[config.mk]
export PLATFORM = sky130hd
export DESIGN_NAME = opl_merge
export DESIGN_NICKNAME = d
export VERILOG_FILES = /design/src/rtl/opl_pkg.sv /design/src/rtl/opl_merge.sv
export SDC_FILE = /design/constraint.sdc
export NUM_CORES = 1
export LEC_CHECK = 0
export BUFFER_PORTS_ARGS = -buffer_cell sky130_fd_sc_hd__buf_2
export CORE_AREA = 5 5 166 168
export DETAILED_ROUTE_END_ITERATION = 16
export DIE_AREA = 0 0 171 173
export PLACE_DENSITY = 0.73
export SLEW_MARGIN = 40
export SYNTH_ARGS = -nofsm -noshare
export SYNTH_HDL_FRONTEND = slang
export SYNTH_SLANG_ARGS = --single-unit
[constraint.sdc]
create_clock -name vclk -period 17.9
set_clock_uncertainty 0.05 [all_clocks]
set_input_delay 3.58 -clock vclk [all_inputs]
set_output_delay 3.58 -clock vclk [all_outputs]
set_load 0.02 [all_outputs]
[src/rtl/opl_pkg.sv]
// Shared types, widths and operation codes for the online perceptron learner.
// No dependencies; imported by every module of the block.
package opl_pkg;

    localparam int MAX_FEATURES  = 8;
    localparam int FEAT_W        = 16;
    localparam int WEIGHT_W      = 32;
    localparam int RATE_W        = 16;
    localparam int PROD_W        = WEIGHT_W + FEAT_W;
    localparam int DELTA_W       = RATE_W + 1 + FEAT_W;
    localparam int UPD_W         = DELTA_W + 1;
    localparam int OP_W          = 2;
    localparam int IDX_W         = 4;
    localparam int PRED_W        = 2;

    localparam logic [RATE_W-1:0]          RATE_RESET   = 16'hFFFF;
    localparam logic signed [FEAT_W-1:0]   BIAS_FEATURE = 16'sd256;

    localparam logic [OP_W-1:0] OP_TRAIN   = 2'd0;
    localparam logic [OP_W-1:0] OP_PREDICT = 2'd1;
    localparam logic [OP_W-1:0] OP_READ    = 2'd2;
    localparam logic [OP_W-1:0] OP_CLEAR   = 2'd3;

    localparam logic signed [PRED_W-1:0] PRED_POS  = 2'sb01;
    localparam logic signed [PRED_W-1:0] PRED_NEG  = 2'sb11;
    localparam logic signed [PRED_W-1:0] PRED_ZERO = 2'sb00;

    typedef struct packed {
        logic pos;
        logic neg;
    } score_sign_t;

    typedef struct packed {
        logic load;
        logic commit;
        logic clear;
        logic positive;
    } lane_ctrl_t;

endpackage

[src/rtl/opl_merge.sv]
// Merge stage: sums the lane products into the exact score and gives its sign.
// Depends on opl_pkg.
module opl_merge #(
    parameter int LANES = opl_pkg::MAX_FEATURES + 1
) (
    input  logic signed [opl_pkg::PROD_W-1:0] products [LANES],
    output opl_pkg::score_sign_t              sign
);
    import opl_pkg::*;

    localparam int SCORE_W = PROD_W + $clog2(LANES + 1);

    logic signed [SCORE_W-1:0] score;

    always_comb
    begin
        score = '0;
        for (int i = 0; i < LANES; i++)
            score = score + SCORE_W'(products[i]);
        sign.neg = score[SCORE_W-1];
        sign.pos = !score[SCORE_W-1] && (score != '0);
    end

endmodule

==> key figures <==
Timing
  – Final Setup Violations: 0
  – Least-Margin Pin Slew: 0.8695 ns
  – Tmin final: 13.04 ns
  – Tcrit/Tclk final: 72.85%
  – Fin. Hold Viols: 0
  – Slew headroom: 41.89%
  – Setup TNS: 0 ns
  – Fmax: 76.69 MHz
  – Final slew viol count: 0
  – Unrepaired setup endpoints after global routing: false

Setup path
  – Worst path arrival time: 9.41 ns
  – Critical path launch point type: primary input
  – Crit path required time: 14.27 ns
  – CP Class: primary input to output port
  – Critical Path Fanout Max: 2
  – Crit end category: output port

Layout
  – Area Growth Syn to Fin: 22.01%
  – Seq cells: 0
  – Finished Cell Area: 13930 um2
  – Fillers: 2396
  – Fin nets: 2419
  – Register area: 0 um2
  – Share of layout cells above drive strength 1: 29.05%
  – Clkbuf count: 0

Global routing
  – Largest net degree at the start of global routing: 12
  – Initial antenna violation count: 1
  – Global-route wire length before repair: 49.07 mm
  – Vias in the first global route: 10628
  – Total GRT Usage: 20.00%
  – GRT Residual Overflow: 0

Routing
  – DR WL/cell: 15.43 um
  – Vias: 9415
  – Initial DRT Pass Iterations: 6
  – DR vias/cell: 4.878
  – DR iter-0 viols: 383
  – Final wirelength: 29.78 mm
  – Number of remaining DRC errors: 0
  – Antenna Nets Post-Route: 0

Synthesis
  – Mean Syn Cell Area: 9.681 um2
  – Top cells by count, synth: 379 x inv_1, 339 x fa_1, 56 x a21oi_1
  – Most common cell in the netlist: inv_1
  – Synth top area cells: fa_1 59%, inv_1 12%, ha_1 5.7%
  – Count of unique library cells instantiated by Yosys: 74
  – Sequential area share after synthesis: 0%
  – Synth Cell Area: 11410 um2
  – Synth warn: 0
  – Yosys top cell area share: 59.46%
  – Syn_nets: 2002
  – Area leader, netlist: fa_1
  – Cells after Synth: 1179

Worst hold path
  – Hold Crit Class: primary input to output port
  – Hold Path Depth: 9

Floorplanning
  – Chip height: 173 um
  – Die width: 171 um
  – Rows: 59
  – Die area: 29580 um2
  – Starting Density: 44.30%
  – Core area: 25760 um2
  – # IOs: 434

Placement
  – Number of port buffers: 434
  – Placed Area: 13920 um2
  – HPWL after DPL: 28.80 mm
  – GP Congestion: 0.9626

Clock tree
  – Postcts setup bufs: 0
  – CTS Hold Bufs: 0
  – PostCTS Resize Cnt: 0

Run
  – Max-Cap Viols: 0

Outcome
  – Status: finished, final reports clean
[routing by layer]
metal,routed length (um),GRT usage (%)
met1,11210,25.51
met2,16330,38.07
met3,1875,1.279
met4,359,2.476
met5,0,0
[critical path, stage by stage]
cell and delay (ns):
buf_2 0.11, fa_1 0.58, fa_1 0.46, fa_1 0.56, inv_1 0.05, fa_1 0.42, inv_1 0.07, ha_1 0.16
inv_1 0.06, fa_1 0.52, nor4b_1 0.50, o2111ai_1 0.17, or4_1 0.43, nor4b_1 0.33, nand4_1 0.14, nor4_1 0.24
and4_1 0.26, nand4_1 0.14, nor4b_2 0.27, a31oi_1 0.14, buf_2 0.19
[worst paths after layout]
check | from | end | slack [ns]
min | products[431] | sign[0] | 8.40
max | products[290] | sign[1] | 4.86
[cells in the final DEF (no fill, tap or decap), drive strengths merged, types with 8 or more instances in the layout]
cell type / Yosys / routed
buf: 6 / 434
inv: 379 / 379
fa: 339 / 339
a21oi: 60 / 60
nand2: 53 / 53
ha: 52 / 52
nor2: 41 / 41
o21ai: 38 / 38
a21o: 18 / 18
xnor2: 17 / 17
nand4: 15 / 15
o21a: 11 / 11
nor3: 11 / 11
o211ai: 9 / 9
nand3: 9 / 9
a31oi: 8 / 8
[stage by stage]
step                      setup WS [ns]  util [%]  hold WS (ns)  std cells
final                             4.860     54.05         8.397       1930
after global routing              4.534     54.05         8.507       1930
after CTS                         4.815     54.04         8.417       1929
after detailed placement          4.874     54.04         8.412       1929
after global placement            4.896     54.01         8.410       1929
after floorplan                   5.814         -         8.101       1179
[final cells by class]
type / instances / area (um2) / share of cell area (%)
Antenna cell: 1 / 2.502 / 0.01797
Inverter: 379 / 1423 / 10.22
Multi-Input combinational cell: 781 / 9910 / 71.16
Timing Repair Buffer: 434 / 2172 / 15.60
Tap cell: 335 / 419.2 / 3.010
[logic make-up (layout without fill, tap and decap cells)]
kind of cell | after synthesis | in the layout | synth area share [%]
XOR/XNOR | 23 | 23 | 1.765
AO/OA/AOI/OAI | 191 | 191 | 11.84
buffers and inverters | 398 | 813 | 13.25
multiplexers | 5 | 5 | 0.4604
adder cells (fa/ha/maj) | 391 | 391 | 65.16
AND/OR/NAND/NOR | 171 | 171 | 7.520
other | 0 | 1 | 0
Power is not shown: default switching activity piles up to over one toggle a cycle in this logic, so the estimate is an artifact.
