[src/rtl/opl_pkg.sv]
// Shared types, widths and operation codes for the online perceptron learner.
// No dependencies; imported by every module of the block.
package opl_pkg;

    localparam int MAX_FEATURES  = 8;
    localparam int FEAT_W        = 16;
    localparam int WEIGHT_W      = 32;
    localparam int RATE_W        = 16;
    localparam int PROD_W        = WEIGHT_W + FEAT_W;
    localparam int DELTA_W       = RATE_W + 1 + FEAT_W;
    localparam int UPD_W         = DELTA_W + 1;
    localparam int OP_W          = 2;
    localparam int IDX_W         = 4;
    localparam int PRED_W        = 2;

    localparam logic [RATE_W-1:0]          RATE_RESET   = 16'hFFFF;
    localparam logic signed [FEAT_W-1:0]   BIAS_FEATURE = 16'sd256;

    localparam logic [OP_W-1:0] OP_TRAIN   = 2'd0;
    localparam logic [OP_W-1:0] OP_PREDICT = 2'd1;
    localparam logic [OP_W-1:0] OP_READ    = 2'd2;
    localparam logic [OP_W-1:0] OP_CLEAR   = 2'd3;

    localparam logic signed [PRED_W-1:0] PRED_POS  = 2'sb01;
    localparam logic signed [PRED_W-1:0] PRED_NEG  = 2'sb11;
    localparam logic signed [PRED_W-1:0] PRED_ZERO = 2'sb00;

    typedef struct packed {
        logic pos;
        logic neg;
    } score_sign_t;

    typedef struct packed {
        logic load;
        logic commit;
        logic clear;
        logic positive;
    } lane_ctrl_t;

endpackage

[src/rtl/opl_lane.sv]
// One weight lane: holds a weight, forms weight*feature and rate*feature,
// and applies the saturating update. Depends on opl_pkg.
module opl_lane (
    input  logic                                clk,
    input  logic                                rst_n,
    input  opl_pkg::lane_ctrl_t                 ctrl,
    input  logic signed [opl_pkg::FEAT_W-1:0]   feature,
    input  logic [opl_pkg::RATE_W-1:0]          learning_rate,
    output logic signed [opl_pkg::PROD_W-1:0]   product,
    output logic signed [opl_pkg::WEIGHT_W-1:0] weight,
    output logic                                clip
);
    import opl_pkg::*;

    logic signed [WEIGHT_W-1:0] weight_reg, weight_next;
    logic signed [PROD_W-1:0]   prod_reg;
    logic signed [DELTA_W-1:0]  delta_reg;
    logic signed [UPD_W-1:0]    sum;
    logic signed [WEIGHT_W-1:0] sat_val;

    always_ff @(posedge clk)
    begin
        if (ctrl.load)
        begin
            prod_reg  <= PROD_W'(weight_reg) * PROD_W'(feature);
            delta_reg <= DELTA_W'($signed({1'b0, learning_rate})) * DELTA_W'(feature);
        end
    end

    always_comb
    begin
        if (ctrl.positive)
            sum = UPD_W'(weight_reg) + UPD_W'(delta_reg);
        else
            sum = UPD_W'(weight_reg) - UPD_W'(delta_reg);
        clip = (sum[UPD_W-1:WEIGHT_W-1] != '0) && (sum[UPD_W-1:WEIGHT_W-1] != '1);
        if (!clip)
            sat_val = sum[WEIGHT_W-1:0];
        else if (sum[UPD_W-1])
            sat_val = {1'b1, {(WEIGHT_W-1){1'b0}}};
        else
            sat_val = {1'b0, {(WEIGHT_W-1){1'b1}}};
        if (ctrl.clear)
            weight_next = '0;
        else if (ctrl.commit)
            weight_next = sat_val;
        else
            weight_next = weight_reg;
    end

    always_ff @(posedge clk or negedge rst_n)
    begin
        if (!rst_n)
            weight_reg <= '0;
        else
            weight_reg <= weight_next;
    end

    assign product = prod_reg;
    assign weight  = weight_reg;

endmodule

[config.mk]
export PLATFORM = sky130hd
export DESIGN_NAME = opl_lane
export DESIGN_NICKNAME = d
export VERILOG_FILES = /design/src/rtl/opl_pkg.sv /design/src/rtl/opl_lane.sv
export SDC_FILE = /design/constraint.sdc
export NUM_CORES = 2
export LEC_CHECK = 0
export ABC_AREA = 1
export ABC_CLOCK_PERIOD_IN_PS = 8500
export BUFFER_PORTS_ARGS = -buffer_cell sky130_fd_sc_hd__buf_2
export CAP_MARGIN = 20
export CORE_MARGIN = 2
export CORE_UTILIZATION = 55
export DETAILED_ROUTE_END_ITERATION = 7
export GPL_TIMING_DRIVEN = 0
export PLACE_DENSITY = 0.7
export RECOVER_POWER = 25
export SYNTH_ARGS = -nofsm -noshare
export SYNTH_HDL_FRONTEND = slang
export SYNTH_SLANG_ARGS = --single-unit
[constraint.sdc]
create_clock -name clk -period 8.5 [get_ports clk]
set_input_delay 0.85 -clock clk [delete_from_list [all_inputs] [get_ports clk]]
set_output_delay 0.85 -clock clk [all_outputs]
set_load 0.02 [all_outputs]
==> results.md <==
* Die area at ~65000 sq um
* DRT antenna net count at 0
* Syn Nets at 5486
* Core Region at 62850 sq um
* Worst-case clock buffer depth at 2
* Filler instances at 5994
* RSZ-0062 raised after global routing: false
* Slew HR at -82.17%
* Max-cap viol count at 3
* Peak Freq at ~130 MHz
* Post-CTS setup buffer count at 0
* Crit path DAT at 8100 ps
* Total track usage at between 30% and 40%
* Setup crit end kind: flip-flop
* GPL Wtd Cong at 0.9935
* P&R area growth vs syn at 6.346%
* CTS HTree Levels at 4
* Status: finished, violations left
* Compound-gate portion of the synthesized area at roughly 4.3%
* Fin crit period at 7885 ps
* Vias in the first global route at 29910
* Clock skew at 15.64 ps
* Critical Path RT at 8720 ps
* Critical Path Fanout Max at 10
* Drt wl/cell at 19.40 um
* Crit Path Class: flip-flop to flip-flop
* Largest net degree at the start of global routing at 46
* HPWL Detailed at 90250 um
* Largest family of logic cells by synthesized area: adder cells
* Final wirelength at approximately 110000 um
* Startpoint types: flip-flop
* Vias at 29090
* Max reg flops at 48
* DRC violations left at 0
* First-pass GRT wire length at approximately 170000 um
* Synthesized-area fraction occupied by xor and xnor cells at 3.372%
* Row count at 92
* Layout cells sized above 1 at 4.404%
* YS warnings at 0
* Post-Route Utilization at 58.89%
* Cts-stage hold buffer count at 0
* CTS tree: yes
* Mux contribution to synthesized area at 0%
* # IOs at 119
* Mapped Area at between 30000 and 40000 sq um
* Simple-Gate Fraction of Synth Area at 18.21%
* Worst-Skew Late Latency at around 470 ps
* DR vias/cell at roughly 5.3
* Synth cell types at 55
* Root Buffer: clkbuf_16
* Register area share after synthesis at 9.290%
* Fin nets at around 5600
* Post-Synth Adder-Cell Area at roughly 50%
* CTS sink count at 113
* Critical Path Most Common Cell: fa_1
* Die width at 255.6 um
* Mean Syn Cell Area at 7.739 sq um
* #FFs+latches synth at 113
* Share of flip-flops with an asynchronous set or reset at 28.32%
* Post-synth EDFFs at between 80 and 90
* Synth top area share at 39.17%
* Setup tns final at 0 ps
* Final Hold Fails at 0
* Mapped Cells at approximately 4500
* Slowest cell delay on critical path at 800 ps
* Grt total ovfl at 0
* Failing checks: max-capacitance violations, max-slew violations
* Cts repair resizes at 0
* Final period util at between 90 and 100%
* Slew @ Worst Pin at around 2700 ps
* Starting density of the core at 55.37%
* Synth top area cells: fa_1 39%, inv_1 14%, nand2_1 13%
* Top FF cell, synth: edfxtp_1
* DR iter-0 viols at 2656
* Slowest CP cell: fa_1
* CP Cell Sequence: buf_2 > buf_1 > nand2_1 > fa_1 > inv_1 > fa_1 > fa_1 > fa_1 > fa_1 > fa_1 > ha_1 > clkbuf_1 > a21oi_1 > o21ai_0 > a21oi_1 > o21ai_0 > a31oi_1 > nand3_1 > xor2_1
* Hold Path Class: primary input to flip-flop
* First drt pass iteration count at 6
* Die height at 255.6 um
* Synth cell count leaders: 1280 x inv_1, 1178 x nand2_1, 681 x fa_1
* Num CTS Buffers at 17
* FF-to-FF path depth at 19
* Synth area leader: fa_1
* Clk pin slew, worst setup/hold paths at 60 ps
* PortBufs at 100
* Most numerous cell in the Yosys netlist: inv_1
* Hold path cells at 3
* Final slew viol count at 117
* Setup violations, final at 0
* Initial antenna violation count at 2
## worst max-delay path: cells and delay by family, from the launching register on
family	cells	cell delay [ps]
xor+xnor	1	200
simple gates	2	560
compound gates	5	1170
flops	1	560
buf+inv	4	1400
fa+ha+maj	7	3710
## final timing paths
check	from	endpoint	slack [ps]
min	ctrl[2]	weight[31]$_DFFE_PN0P_	710
max in group asynchronous	rst_n	weight[29]$_DFFE_PN0P_	6400
max	weight[31]$_DFFE_PN0P_	product[46]$_DFFE_PP_	620
min reg2reg	weight[0]$_DFFE_PN0P_	weight[0]$_DFFE_PN0P_	780
max reg2reg	weight[31]$_DFFE_PN0P_	product[46]$_DFFE_PP_	620
min in group asynchronous	rst_n	weight[0]$_DFFE_PN0P_	950
## layout make-up
cell class                 instances  area [sq um]  share of cell area [%]
antenna                            2         5.005                 0.01352
sequential                       113          3233                   8.736
tap                              846          1059                   2.860
multi-input combinational       2919         26020                   70.31
clock inverter                    15         175.2                  0.4733
inverter                        1286          4827                   13.04
clock buffer                      17         425.4                   1.149
buffer                           179         718.2                   1.941
timing repair buffer             103         544.3                   1.471
## cell families after synthesis
family          after synthesis
fa+ha+maj                   951
simple gates               1581
compound gates              253
flops                       113
buf+inv                    1465
xor+xnor                    134
## metrics by stage
step / worst slack, ps / instances / hold slack, ps / instance area (sq um)
2_1_floorplan: 1979 / 4497 / 554.4 / 34800
3_3_place_gp: 514.6 / 5443 / 744.8 / 36360
3_5_place_dp: 554.6 / 5445 / 762.2 / 36420
4_1_cts: 858.4 / 5477 / 481.1 / 37020
5_1_grt: 412.2 / 5478 / 709.1 / 37010
6_report: 615.3 / 5480 / 713.7 / 37010
## cells in the final DEF, fill, tap and decap left out, drive strengths merged, types with 4 or more instances in the layout
cell type / instances
clkbuf: 167
o211ai: 5
xor2: 80
buf: 132
ha: 270
a21o: 14
nor4: 5
nand2: 1190
o21bai: 24
dfrtp: 32
nand4: 18
o21ai: 56
nor2: 210
a21oi: 120
a21boi: 7
edfxtp: 81
a31oi: 12
fa: 681
nor3: 22
nand3b: 8
inv: 1291
nand3: 98
o21a: 4
xnor2: 54
or2: 23
clkinv: 7
## metal layers
metal / global-route usage, % / vias up / share of wire, %
li1: - / 13190 / -
met1: 45.65 / 14220 / 40
met2: 51.99 / 1422 / 44
met3: 7.437 / 263 / 11
met4: 16.08 / 0 / 5.4
met5: 0 / - / 0
Power is not shown: default switching activity piles up to over one toggle a cycle in this logic, so the estimate is an artifact.
